### config.mk
export PLATFORM = sky130hd
export DESIGN_NAME = bpd_ctrl
export DESIGN_NICKNAME = d
export VERILOG_FILES = /design/src/rtl/bpd_pkg.sv /design/src/rtl/bpd_ctrl.sv
export SDC_FILE = /design/constraint.sdc
export NUM_CORES = 1
export LEC_CHECK = 0
export ABC_AREA = 1
export BUFFER_PORTS_ARGS = -buffer_cell sky130_fd_sc_hd__buf_4
export CAP_MARGIN = 40
export CORE_AREA = 2 2 39 41
export DETAILED_ROUTE_END_ITERATION = 16
export DIE_AREA = 0 0 41 43
export GPL_ROUTABILITY_DRIVEN = 1
export PLACE_DENSITY_LB_ADDON = 0.15
export SYNTH_ARGS = -nofsm -noshare
export SYNTH_HDL_FRONTEND = slang
export SYNTH_SLANG_ARGS = --single-unit
### constraint.sdc
create_clock -name aclk -period 2.5 [get_ports aclk]
set_input_delay 0 -clock aclk [delete_from_list [all_inputs] [get_ports aclk]]
set_output_delay 0 -clock aclk [all_outputs]
set_load 0.02 [all_outputs]
### src/rtl/bpd_pkg.sv
// shared types, constants and helpers of the balance pid drive controller
package bpd_pkg;

    localparam int WINDOW_DEF = 10;

    localparam logic [7:0] SETTLE_TICKS   = 8'd10;
    localparam logic [7:0] SHRINK_CHANGES = 8'd5;
    localparam logic [6:0] SHRINK_DRIVE   = 7'd20;
    localparam logic signed [31:0] SHRINK_ERR = 32'sd13108;
    localparam logic signed [31:0] SETTLE_ERR = 32'sd65536;
    localparam logic [6:0] BRAKE_LEVEL    = 7'd127;
    localparam logic signed [53:0] OUT_LIM = 54'sd127 <<< 24;

    localparam logic [1:0] DIR_FWD  = 2'd0;
    localparam logic [1:0] DIR_HOLD = 2'd1;
    localparam logic [1:0] DIR_REV  = 2'd2;

    localparam logic [2:0] REG_GAIN_P    = 3'd0;
    localparam logic [2:0] REG_GAIN_I    = 3'd1;
    localparam logic [2:0] REG_GAIN_D    = 3'd2;
    localparam logic [2:0] REG_SETPOINT  = 3'd3;
    localparam logic [2:0] REG_STEP      = 3'd4;
    localparam logic [2:0] REG_PERIOD    = 3'd5;
    localparam logic [2:0] REG_RATE      = 3'd6;
    localparam logic [2:0] REG_BRAKE     = 3'd7;

    localparam logic [15:0] GAIN_P_RST = 16'd10240;
    localparam logic [15:0] GAIN_I_RST = 16'd0;
    localparam logic [15:0] GAIN_D_RST = 16'd77;
    localparam logic signed [23:0] SETPOINT_RST = -24'sd80609;
    localparam logic [15:0] STEP_RST   = 16'd655;
    localparam logic [15:0] PERIOD_RST = 16'd328;
    localparam logic [9:0]  RATE_RST   = 10'd200;
    localparam logic [7:0]  BRAKE_RST  = 8'd3;

    // reciprocal of 5 for the step shrink, exact for 18-bit inputs
    localparam logic [17:0] RECIP5 = 18'd209716;

    localparam logic [3:0] OP_NONE   = 4'd0;
    localparam logic [3:0] OP_FRONT  = 4'd1;
    localparam logic [3:0] OP_AVGMUL = 4'd2;
    localparam logic [3:0] OP_AVG    = 4'd3;
    localparam logic [3:0] OP_ERR    = 4'd4;
    localparam logic [3:0] OP_INTMUL = 4'd5;
    localparam logic [3:0] OP_INT    = 4'd6;
    localparam logic [3:0] OP_DERIV  = 4'd7;
    localparam logic [3:0] OP_ACCP   = 4'd8;
    localparam logic [3:0] OP_ACCI   = 4'd9;
    localparam logic [3:0] OP_ACCD   = 4'd10;
    localparam logic [3:0] OP_OUT    = 4'd11;

    typedef struct packed {
        logic       load;
        logic [3:0] op;
    } cmd_t;

    function automatic logic signed [31:0] sat32(input logic signed [65:0] v);
        logic signed [31:0] r;
        if (v > 66'sh0_7FFF_FFFF) begin
            r = 32'sh7FFF_FFFF;
        end else if (v < -66'sh0_8000_0000) begin
            r = 32'sh8000_0000;
        end else begin
            r = v[31:0];
        end
        return r;
    endfunction

endpackage

### src/rtl/bpd_ctrl.sv
// controller: tick sequencer and result word handshake
module bpd_ctrl (
    input  logic          aclk,
    input  logic          aresetn,
    input  logic          s_tvalid,
    output logic          s_tready,
    output logic          m_tvalid,
    input  logic          m_tready,
    output bpd_pkg::cmd_t cmd
);
    localparam logic [3:0] ST_IDLE   = 4'd0;
    localparam logic [3:0] ST_FRONT  = 4'd1;
    localparam logic [3:0] ST_AVGMUL = 4'd2;
    localparam logic [3:0] ST_AVG    = 4'd3;
    localparam logic [3:0] ST_ERR    = 4'd4;
    localparam logic [3:0] ST_INTMUL = 4'd5;
    localparam logic [3:0] ST_INT    = 4'd6;
    localparam logic [3:0] ST_DERIV  = 4'd7;
    localparam logic [3:0] ST_ACCP   = 4'd8;
    localparam logic [3:0] ST_ACCI   = 4'd9;
    localparam logic [3:0] ST_ACCD   = 4'd10;
    localparam logic [3:0] ST_OUT    = 4'd11;

    logic [3:0] state_reg, state_next;
    logic       m_valid_reg, m_valid_next;
    logic       fire;

    always_comb begin
        state_next   = state_reg;
        cmd.load     = 1'b0;
        cmd.op       = bpd_pkg::OP_NONE;
        fire         = 1'b0;
        case (state_reg)
            ST_IDLE: begin
                cmd.load = s_tvalid;
                if (s_tvalid) state_next = ST_FRONT;
            end
            ST_FRONT: begin
                cmd.op = bpd_pkg::OP_FRONT;  state_next = ST_AVGMUL;
            end
            ST_AVGMUL: begin
                cmd.op = bpd_pkg::OP_AVGMUL; state_next = ST_AVG;
            end
            ST_AVG: begin
                cmd.op = bpd_pkg::OP_AVG;    state_next = ST_ERR;
            end
            ST_ERR: begin
                cmd.op = bpd_pkg::OP_ERR;    state_next = ST_INTMUL;
            end
            ST_INTMUL: begin
                cmd.op = bpd_pkg::OP_INTMUL; state_next = ST_INT;
            end
            ST_INT: begin
                cmd.op = bpd_pkg::OP_INT;    state_next = ST_DERIV;
            end
            ST_DERIV: begin
                cmd.op = bpd_pkg::OP_DERIV;  state_next = ST_ACCP;
            end
            ST_ACCP: begin
                cmd.op = bpd_pkg::OP_ACCP;   state_next = ST_ACCI;
            end
            ST_ACCI: begin
                cmd.op = bpd_pkg::OP_ACCI;   state_next = ST_ACCD;
            end
            ST_ACCD: begin
                cmd.op = bpd_pkg::OP_ACCD;   state_next = ST_OUT;
            end
            ST_OUT: begin
                // wait here until the output word slot is free
                if (!m_valid_reg || m_tready) begin
                    cmd.op     = bpd_pkg::OP_OUT;
                    fire       = 1'b1;
                    state_next = ST_IDLE;
                end
            end
            default: state_next = ST_IDLE;
        endcase
        m_valid_next = fire ? 1'b1 : (m_tready ? 1'b0 : m_valid_reg);
    end

    always_ff @(posedge aclk) begin
        if (!aresetn) begin
            state_reg   <= ST_IDLE;
            m_valid_reg <= 1'b0;
        end else begin
            state_reg   <= state_next;
            m_valid_reg <= m_valid_next;
        end
    end

    assign s_tready = (state_reg == ST_IDLE);
    assign m_tvalid = m_valid_reg;

endmodule

## Word level (Yosys, flattened, before mapping)

Index checks and enable logic that the tools add are counted.

- Logic and storage cells: 30
- Bits of input ports: 4
- Flip-flop bits (word level): 5
- Output and inout port bits: 7

- Reduce and logical (&&, ||, !) cells: 5
- Equality and inequality tests: 13
- Muxes and demuxes: 10

Operators with widths:

| cell | number |
|---|---|
| 4-bit case mux with 12 select lines | 1 |
| 4-bit case mux with 11 select lines | 1 |
| 4-bit by 3-bit equality test with 1-bit output, second input constant | 4 |
| 4-bit equality test, second input constant | 4 |
| 4-bit two-way mux | 3 |
| 4-bit by 2-bit equality test with 1-bit output, second input constant | 2 |
| 1-bit two-way mux | 5 |
| 4-bit by 1-bit equality test with 1-bit output, second input constant | 1 |
| 4-bit zero test | 1 |
| 2-bit inequality test, second input constant | 2 |
| 2-bit AND reduction | 1 |
| 2-bit nonzero test | 1 |
| 1-bit zero test | 1 |
| 1-bit logical OR | 1 |

## Longest topological paths before layout

Gate-level depths: netlist of run 1.

- Word-level depth: 5
- Depth in mapped cells: 9
- Gate-level depth less buffers: 9

## Worst setup path after synthesis of run 1

No wires, ideal clock.

- Kind: reg2out
- Start point: register state_reg[2]
- End point: output port cmd[0] (netlist name)
- Data required time: 2.500 ns
- Arrival: 1.287 ns
- Path slack: 1.213 ns
- Path buffers: 0
- Cell stages (with the launch flop): 7
- Cells stage by stage: dfxtp_1 > inv_1 > ha_1 > clkinv_1 > nor2_4 > nand2_1 > a21oi_1

RTL lines:

| what | line | text |
|---|---|---|
| start: declaration | bpd_ctrl.sv:24 | `logic [3:0] state_reg, state_next;` |
| start signal: assignment | bpd_ctrl.sv:86 | `state_reg <= state_next;` |
| end: declaration | bpd_ctrl.sv:9 | `output bpd_pkg::cmd_t cmd` |

==> results of run 1 <==
layout by cell type, fill, tap and decap left out:
master / instances
clkinv_1: 1
nand3_2: 1
o21bai_1: 1
o21ai_0: 4
nand2_1: 12
clkbuf_4: 3
a21oi_1: 6
nand3_1: 2
nor2_4: 1
ha_1: 3
nand2_4: 1
nor2_1: 9
dfxtp_1: 5
nand2_2: 2
nor3_1: 1
inv_1: 9
clkbuf_1: 1
buf_4: 10
stage by stage:
stage	power (mW)	cells	cell area [sq um]	setup WS, ns
finish	0.689	88	493	0.947
global route	0.763	88	493	0.767
CTS	0.699	88	493	0.916
detailed placement	0.599	84	467	1.19
global placement	0.610	84	467	1.22
floorplan	0.463	58	372	1.21
how the worst max path moves through the flow:
stage,start,slack [ns],end,cells after the start
after global routing,state_reg[2],0.77,cmd[0],7
after floorplan,state_reg[2],1.21,cmd[0],6
after CTS,state_reg[2],0.92,cmd[0],7
after detailed placement,state_reg[2],1.19,cmd[0],7
after global placement,state_reg[2],1.22,cmd[0],7
final,state_reg[2],0.95,cmd[0],7
cell families after synthesis:
| family | count (synthesis) |
|---|---|
| AO/OA/AOI/OAI | 11 |
| adder cells (fa/ha/maj) | 3 |
| buffers and inverters | 10 |
| flip-flops | 5 |
| AND/OR/NAND/NOR | 29 |
cell usage after synthesis, drive strengths merged:
cell | instances | area share
a21oi | 6 | 0.081
clkinv | 1 | 0.010
dfxtp | 5 | 0.27
ha | 3 | 0.10
inv | 9 | 0.091
nand2 | 15 | 0.19
nand3 | 3 | 0.054
nor2 | 10 | 0.12
nor3 | 1 | 0.013
o21ai | 4 | 0.054
o21bai | 1 | 0.020
critical path, cell delays in order (launching register included):
cell and delay (ns):
dfxtp_1 0.30, inv_1 0.09, ha_1 0.20, clkinv_1 0.16, nor2_4 0.15, nand2_1 0.10
a21oi_1 0.16, buf_4 0.16
final cells by class:
class / instances / area, sq um
Timing Repair Buffer: 10 / 75.1
Inverter: 10 / 37.5
Fill cell: 146 / 891
Multi-Input combinational cell: 43 / 234
Tap cell: 16 / 20.0
Clock buffer: 4 / 26.3
Sequential cell: 5 / 100
where the power goes:
| part | switching, mW | internal [mW] | total (mW) |
|---|---|---|---|
| Combinational | 0.284 | 0.175 | 0.459 |
| Clock | 0.0320 | 0.0603 | 0.0922 |
| Sequential | 0.0285 | 0.110 | 0.138 |
| Total | 0.344 | 0.345 | 0.689 |
metal layers:
metal  part of all wire  wire (um)
met5                  0          0
met4                  0          0
met3              0.058         44
met2               0.45        348
met1               0.49        372
==> impl_results.md, run 1 <==
- I/O Buffers: 10
- Final ANT Viol Nets: 0
- First-pass DRT Iterations: 4
- Largest net degree at the start of global routing: 7
- Final Wtd Congestion: 0.748
- Unique masters post-synth: 15
- Slew @ Worst Pin: about 0.27 ns
- CTS Hold Bufs: 0
- CTS buffer count: 3
- Final nets: 80
- Post-Syn Nets: between 60 and 70
- CTS H-tree lvls: 1
- Compound-cell area share of the yosys netlist: 0.155
- Crit start category: flop
- WHS Endpoint: state_reg[3]
- CP Capture Type: primary output
- Main combinational cell family by area after synthesis: simple AND/OR/NAND/NOR gates
- Hold_sp: aresetn
- Met3 usage: 0.0628
- Leakage Power: 0.242 nW
- DR vias/cell: 4.23
- Post-CTS Setup Bufs: 0
- FF+latch count, synth: 5
- Max Root-Sink Buffers: 2
- RSZ-0062 raised after global routing: no
- Vias in the first global route: 295
- Max-cap violations: 0
- Total number of vias: roughly 370
- Max-slew violation count: 0
- Starting DRT DRC Count: 5
- Synthesis-to-layout area growth: 32.7%
- Hold depth: 3
- Initial antenna violation count: 0
- Gr busiest metal: met1
- DR DRC count: 0
- Hold Crit Class: primary input to flop
- Synthesized area: approximately 370 sq um
- Clk Latency, worst-skew pair: 0.24 ns
- Pwr dens: 1400 mW/mm^2
- Core Footprint: 0.00138 sq mm
- Synth Instances: 58
- Initial Util: 0.269
- Max Fclk: roughly 640 MHz
- Status: completed
- CP required: roughly 2.5 ns
- Global route total overflow: 0
- Worst-path clk slew: roughly 0.04 ns
- Fin crit period: ~1.6 ns
- Post-CTS Resized: 0
- Post-Synth Adder-Cell Area: 0.101
- Met2 Track Usage GR: 0.138
- Hold Worst Slack: roughly 0.020 ns
- Final wirelength: approximately 770 um
- Worst VDD drop: 0.535 mV
- Met1 Usage GRT: 0.142
- Setup Skew: between 0.0009 and 0.001 ns
- Post-synthesis mux area share: 0
- Syn_area_per_cell: around 6.4 sq um
- Rel. slew slack: 0.821
- Setup violators final: 0
- Final hold violations: 0
- Std-Cell Rows: 14
- Worst R2R Setup Slack: ~1.2 ns
- GRT Resource Usage Total: 0.104
- Layout Utilization: 0.356
- Final HPWL DP: roughly 630 um
- XOR/XNOR Fraction of Synth Area: 0
- Crit Path Max Fanout: 5
- N_diodes: 0
- Max reg flops: 4
- Seq/Total Area, Yosys: 0.269
- Critical path class: flop to primary output
- Reg2reg path depth: 9
- R2r endpoint: state_reg[2]
- IO Count: 11
- Total negative setup slack: 0 ns
- Root buf cell: clkbuf_4
- Ys Warns: 0
- Share of layout cells above drive strength 1: 0.250
- CTS tree: built
- WL per Instance: 8.69 um
- CP arrival: 1.55 ns
- Die W: between 40 and 50 um
- First-pass GRT wire length: 1230 um
- Simple-Gate Fraction of Synth Area: 0.374
- Area of the die: ~0.0018 sq mm
- Worst r2r src: state_reg[2]
- CTS sink count: 5
- Tcrit/Tclk final: 0.621
- Die height: between 40 and 50 um
(Power assumes the default switching activity.)
==> inputs of run 2 (changes only) <==
--- a/config.mk
+++ b/config.mk
@@ -5,7 +5,7 @@
 export SDC_FILE = /design/constraint.sdc
 export NUM_CORES = 1
 export LEC_CHECK = 0
-export ABC_AREA = 1
+export ABC_AREA = 0
 export BUFFER_PORTS_ARGS = -buffer_cell sky130_fd_sc_hd__buf_4
 export CAP_MARGIN = 40
 export CORE_AREA = 2 2 39 41
==> constraint.sdc (replaced) <==
create_clock -name aclk -period 1.55 [get_ports aclk]
set_input_delay 0 -clock aclk [delete_from_list [all_inputs] [get_ports aclk]]
set_output_delay 0 -clock aclk [all_outputs]
set_load 0.02 [all_outputs]
==> run 2 against run 1 <==
Effect of this change:
- die area is the same
- sequential power grew 12%
- clock skew shrank 0.00056 ns
- total power shrank 35%
- global-route usage grew 2.4 points
- via count grew 4.6%
- first-iteration DRC count grew 20%
- area after synthesis grew 14%
- critical path depth shrank 2
- clock-buffer cell count is the same
- non-clock buffer count grew 1
- clock power grew 67%
- largest power group is now sequential cells
==> impl_results.md, run 2 <==
- Crit Path Max Fanout: 8
- IO Count: 11
- Std-Cell Rows: 14
- Place WS: 0.184 ns
- Max reg flops: 4
- CP arrival: ~1.5 ns
- Hold_sp: aresetn
- Tcrit/Tclk final: 0.936
- Status: completed
- N_diodes: 0
- Final HPWL DP: about 660 um
- Critical path class: flop to primary output
- Fin crit period: around 1.5 ns
- Rel. slew slack: 0.686
- CP Capture Type: primary output
- Share of layout cells above drive strength 1: 0.281
- First-pass GRT wire length: between 1000 and 1500 um
- FF+latch count, synth: 5
- Pwr dens: 843 mW/mm^2
- WHS Endpoint: state_reg[0]
- Slew @ Worst Pin: ~0.47 ns
- CTS Hold Bufs: 0
- Total number of vias: between 300 and 400
- Worst stage delay on the critical path: between 0.3 and 0.4 ns
- Final nets: just over 70
- Final wirelength: about 900 um
- Number of synthesized flops with an enable pin: 0
- Final hold violations: 0
- Most common cell after layout, fill and taps aside: buf_4
- Clk Latency, worst-skew pair: around 0.24 ns
- Unique masters post-synth: 24
- Synth Instances: just over 50
- CTS sink count: 5
- R2r endpoint: state_reg[3]
- Crit start category: flop
- Post-layout worst setup margin: about 0.10 ns
- Seq/Total Area, Yosys: 0.237
- Post-synthesis async set-or-reset flop share: 0
- Non-filler cells, final: 80
- Area leader, netlist: dfxtp_1
- Final Wtd Congestion: between 0.6 and 0.7
- Vias in the first global route: approximately 340
- Synthesis-to-layout area growth: 25.7%
- Initial Util: 0.306
- CTS H-tree lvls: 1
- Largest net degree at the start of global routing: 13
- CP required: 1.55 ns
- WL per Instance: between 10 and 15 um
- Worst R2R Setup Slack: approximately 0.17 ns
- Starting DRT DRC Count: 6
- CP max-delay cell: dfxtp_1
- RSZ-0062 raised after global routing: no
- Worst r2r src: state_reg[2]
- Max Fclk: 689 MHz
- Cell chain of the critical path: inv_1, ha_1, and3_1, and2_1, buf_4
- Initial antenna violation count: 0
- GRT Resource Usage Total: 0.128
- Worst VDD drop: around 0.30 mV
- Setup violators final: 0
- Max Root-Sink Buffers: 2
- Hold depth: 3
- Post-Syn Nets: 58
- CP top delay family: simple AND/OR/NAND/NOR gates
- Most frequent cells in the layout: 11 x buf_4, 5 x o21ai_0, 5 x a21oi_1, 5 x dfxtp_1, 4 x inv_1
- Hold Crit Class: primary input to flop
- Die height: between 40 and 50 um
- Max-cap violations: 0
- Final ANT Viol Nets: 0
- Hold Worst Slack: 0.0641 ns
- I/O Buffers: 10
- Top FF cell, synth: dfxtp_1
- Synthesized area: roughly 420 sq um
- Max-slew violation count: 0
- Leakage Power: around 0.23 nW
- Layout Utilization: 0.384
- Reg2reg path depth: 5
- Global route total overflow: 0
- Root buf cell: clkbuf_4
- Yosys top cell area share: 0.237
- Total negative setup slack: 0 ns
- Area of the die: between 0.0015 and 0.002 sq mm
- Die W: 41 um
- Register Area: approximately 100 sq um
- First-pass DRT Iterations: 4
- CTS buffer count: 3
- Synth cell count leaders: 5 x a21oi_1, 5 x dfxtp_1, 5 x o21ai_0
- DR vias/cell: 4.86
- Largest cells by area after synthesis: dfxtp_1 24%, ha_1 8.9%, a21oi_1 5.9%
- Crit path buf inv count: 2
- Ys Warns: 0
- Setup Skew: roughly 0.00042 ns
- Worst-path clk slew: 0.04 ns
- Syn_area_per_cell: around 8.3 sq um
- CTS tree: built
- DR DRC count: 0
- Placed Cells: 76
- Fill count: around 160
- Core Footprint: between 0.001 and 0.0015 sq mm
- Area of the multi-input gates: between 200 and 300 sq um
- Post-CTS Setup Bufs: 0
==> run 2: cell types whose count changed after synthesis, moves of 3 or more <==
| cell | delta |
|---|---|
| nand2_1 | -10 |
| nor2_1 | -8 |
| inv_1 | -5 |
| a21boi_0 | +3 |
| and3_1 | +3 |
| nand2b_1 | +3 |
==> run 2: how the worst max path moves through the flow <==
stage	slack (ns)	cells after the start	start	to
2_1_floorplan	0.32	5	state_reg[2]	state_reg[2]
3_3_place_gp	0.19	5	state_reg[2]	state_reg[3]
3_5_place_dp	0.18	5	state_reg[2]	state_reg[3]
4_1_cts	0.09	5	state_reg[2]	cmd[4]
5_1_grt	0.005	4	state_reg[1]	cmd[3]
6_report	0.1	5	state_reg[2]	cmd[4]
==> run 2: layout make-up <==
type | count | share of cell area
clock buffers | 4 | 0.0494
inverters | 5 | 0.0353
multi-input cells | 39 | 0.534
flip-flops and latches | 5 | 0.188
well taps | 16 | 0.0376
repair buffers | 11 | 0.155
==> run 2: timing repair <==
item / CTS / global route
gates resized for setup: 0 / 1
hold endpoints to repair: 0 / 0
setup endpoints to repair: 0 / 1
==> run 2: layer usage <==
metal  part of all wire  GRT usage  vias to the layer above  wire (um)
met5                  0          0                        -          0
li1                   -          -                      203          -
met3              0.077     0.0471                        4         69
met4              0.020      0.120                        0         18
met2               0.43      0.163                       13        386
met1               0.47      0.155                      169        423
==> run 2: cells by family after synthesis <==
| family | count (synthesis) | synth area share |
|---|---|---|
| multiplexers | 2 | 0.0473 |
| adder cells (fa/ha/maj) | 3 | 0.0888 |
| AO/OA/AOI/OAI | 17 | 0.251 |
| XOR/XNOR | 1 | 0.0207 |
| AND/OR/NAND/NOR | 16 | 0.257 |
| flip-flops | 5 | 0.237 |
| buffers and inverters | 7 | 0.0976 |
==> run 2: tightest hold or removal path: stages <==
cell	delay (ns)
buf_4	0.13
nand2b_1	0.08
a21oi_1	0.04
==> run 2: through the flow <==
step | cell area, sq um | total power [mW]
2_1_floorplan | 423 | 0.258
3_3_place_gp | 503 | 0.298
3_5_place_dp | 503 | 0.296
4_1_cts | 529 | 0.456
5_1_grt | 532 | 0.481
6_report | 532 | 0.448
==> run 2: report_power, final <==
part	internal, mW	total, mW	switching [mW]
Combinational	0.0681	0.140	0.0715
Sequential	0.137	0.155	0.0182
Clock	0.0975	0.154	0.0563
Total	0.302	0.448	0.146
==> inputs of run 3 (changes only) <==
==> constraint.sdc (replaced) <==
create_clock -name aclk -period 1.55 [get_ports aclk]
set_input_delay 0.155 -clock aclk [delete_from_list [all_inputs] [get_ports aclk]]
set_output_delay 0.155 -clock aclk [all_outputs]
set_load 0.02 [all_outputs]
==> run 3 against run 2 <==
Effect of this change:
- sequential share of layout area hardly changed
- sequential power about the same
- combinational power is 6% higher
- first-iteration DRC count rose by 17%
- clock-buffer cell count did not move
- core utilization increased by 2.9 points
- cell count grew 1.3%
- worst setup slack worse by 0.030 ns
- routed wire length grew 10%
- die area unchanged
- via count grew 1.3%
==> impl_results.md, run 3 (synthesized netlist as in run 2, its figures left out) <==
- Max-slew violation count: 0
- DR vias/cell: approximately 4.9
- N_diodes: 0
- Worst VDD drop: ~0.35 mV
- Final hold violations: 0
- Leakage Power: around 0.24 nW
- Total negative setup slack: 0 ns
- Hold_sp: aresetn
- CTS H-tree lvls: 1
- Share of layout cells above drive strength 1: 0.415
- Crit start category: flop
- CP max-delay cell: dfxtp_2
- Initial antenna violation count: 0
- WHS Endpoint: state_reg[2]
- Global route total overflow: 0
- CTS Hold Bufs: 0
- Critical path class: flop to primary output
- I/O Buffers: 10
- Synthesis-to-layout area growth: 35.2%
- Final Wtd Congestion: 0.714
- First-pass GRT wire length: roughly 1600 um
- Max-cap violations: 0
- Post-CTS Resized: 4
- Rel. slew slack: 0.841
- Root buf cell: clkbuf_4
- Final ANT Viol Nets: 0
- Core Footprint: 0.00138 sq mm
- Hold depth: 3
- Status: completed
- R2r endpoint: state_reg[3]
- Setup Skew: about 0.0026 ns
- Starting DRT DRC Count: 7
- CTS tree: built
- CP required: approximately 1.4 ns
- Hold Worst Slack: between 0.2 and 0.25 ns
- CTS buffer count: 3
- Place WS: ~0.18 ns
- Tcrit/Tclk final: 0.955
- CP arrival: 1.33 ns
- Die W: 41 um
- Die height: 43 um
- Post-layout worst setup margin: just under 0.07 ns
- CP top delay family: flip-flops
- Vias in the first global route: ~380
- Crit Path Max Fanout: 8
- CTS sink count: 5
- Tot Pwr: approximately 0.46 mW
- RSZ-0062 raised after global routing: no
- Worst stage delay on the critical path: 0.34 ns
- Hold Crit Class: primary input to flop
- Critical Path Start: state_reg[2]
- Most frequent cells in the layout: 12 x buf_4, 5 x o21ai_0, 5 x a21oi_1
- Worst-path clk slew: ~0.04 ns
- GRT Resource Usage Total: 0.138
- Std-Cell Rows: 14
- Worst r2r src: state_reg[2]
- Largest net degree at the start of global routing: 10
- CP Capture Type: primary output
- Reg2reg path depth: 5
- Slew @ Worst Pin: roughly 0.24 ns
- Final nets: 73
- Cell chain of the critical path: inv_2, ha_4, and3_1, and2_1, buf_4
- Total number of vias: just under 400
- Most common cell after layout, fill and taps aside: buf_4
- Setup violators final: 0
- Worst R2R Setup Slack: around 0.31 ns
- WL per Instance: roughly 12 um
- Initial Util: 0.306
- Max Root-Sink Buffers: 2
- First-pass DRT Iterations: 4
- Fin crit period: around 1.5 ns
- DR DRC count: 0
- Clk Latency, worst-skew pair: roughly 0.25 ns
- Crit path buf inv count: 2
- Max Fclk: a little under 700 MHz
- Final wirelength: between 900 and 1000 um
- IO Count: 11
- Final HPWL DP: approximately 710 um
- Layout Utilization: 0.413
- Max reg flops: 4
- Area of the die: about 0.0018 sq mm
- Pwr dens: 812 mW/mm^2
- Post-CTS Setup Bufs: 0
[run 3: cell types whose count changed in the layout (fill, tap and decap cells not counted)]
cell     change
dfxtp_1      -4
inv_2        +2
ha_1         -2
buf_4        +1
ha_4         +2
dfxtp_2      +3
dfxtp_4      +1
inv_1        -2
[run 3: worst max-delay path by stage]
stage	endpoint	cells past startpoint	slack, ns
2_1_floorplan	cmd[4]	4	0.22
3_3_place_gp	state_reg[2]	5	0.19
4_1_cts	cmd[3]	4	0.006
3_5_place_dp	state_reg[3]	5	0.18
6_report	cmd[4]	5	0.07
5_1_grt	cmd[4]	5	0.009
[run 3: worst reg2reg max path: cells and delay by family, from the launching register on]
family,cells,cell delay [ns]
buffers and inverters,1,0.07
AO/OA/AOI/OAI,1,0.22
multiplexers,1,0.22
AND/OR/NAND/NOR,1,0.13
flip-flops,1,0.34
adder cells (fa/ha/maj),1,0.18
[run 3: power breakdown]
group	switching [mW]	internal, mW	leakage, nW
clock network	0.0627	0.0979	0.0150
registers	0.0180	0.137	0.0427
logic	0.0748	0.0738	0.183
total	0.156	0.309	0.241
[run 3: final cells by class]
cell class                 count  area, sq um
tap                           16         20.0
fill                         141          812
multi-input combinational     39          309
inverter                       5         18.8
timing repair buffer          12         90.1
clock buffer                   4         26.3
sequential                     5          108
[run 3: per-layer routing]
metal / track usage / routed length [um] / vias to the layer above
met3: 0.0576 / 68 / 4
met1: 0.158 / 479 / 171
met4: 0.120 / 25 / 0
met5: 0 / 0 / -
li1: - / - / 205
met2: 0.184 / 415 / 14
[run 3: per-stage QoR]
step	cells	cell area, sq um
6_report	81	572
5_1_grt	81	572
4_1_cts	81	544
3_5_place_dp	77	510
3_3_place_gp	77	510
2_1_floorplan	51	423
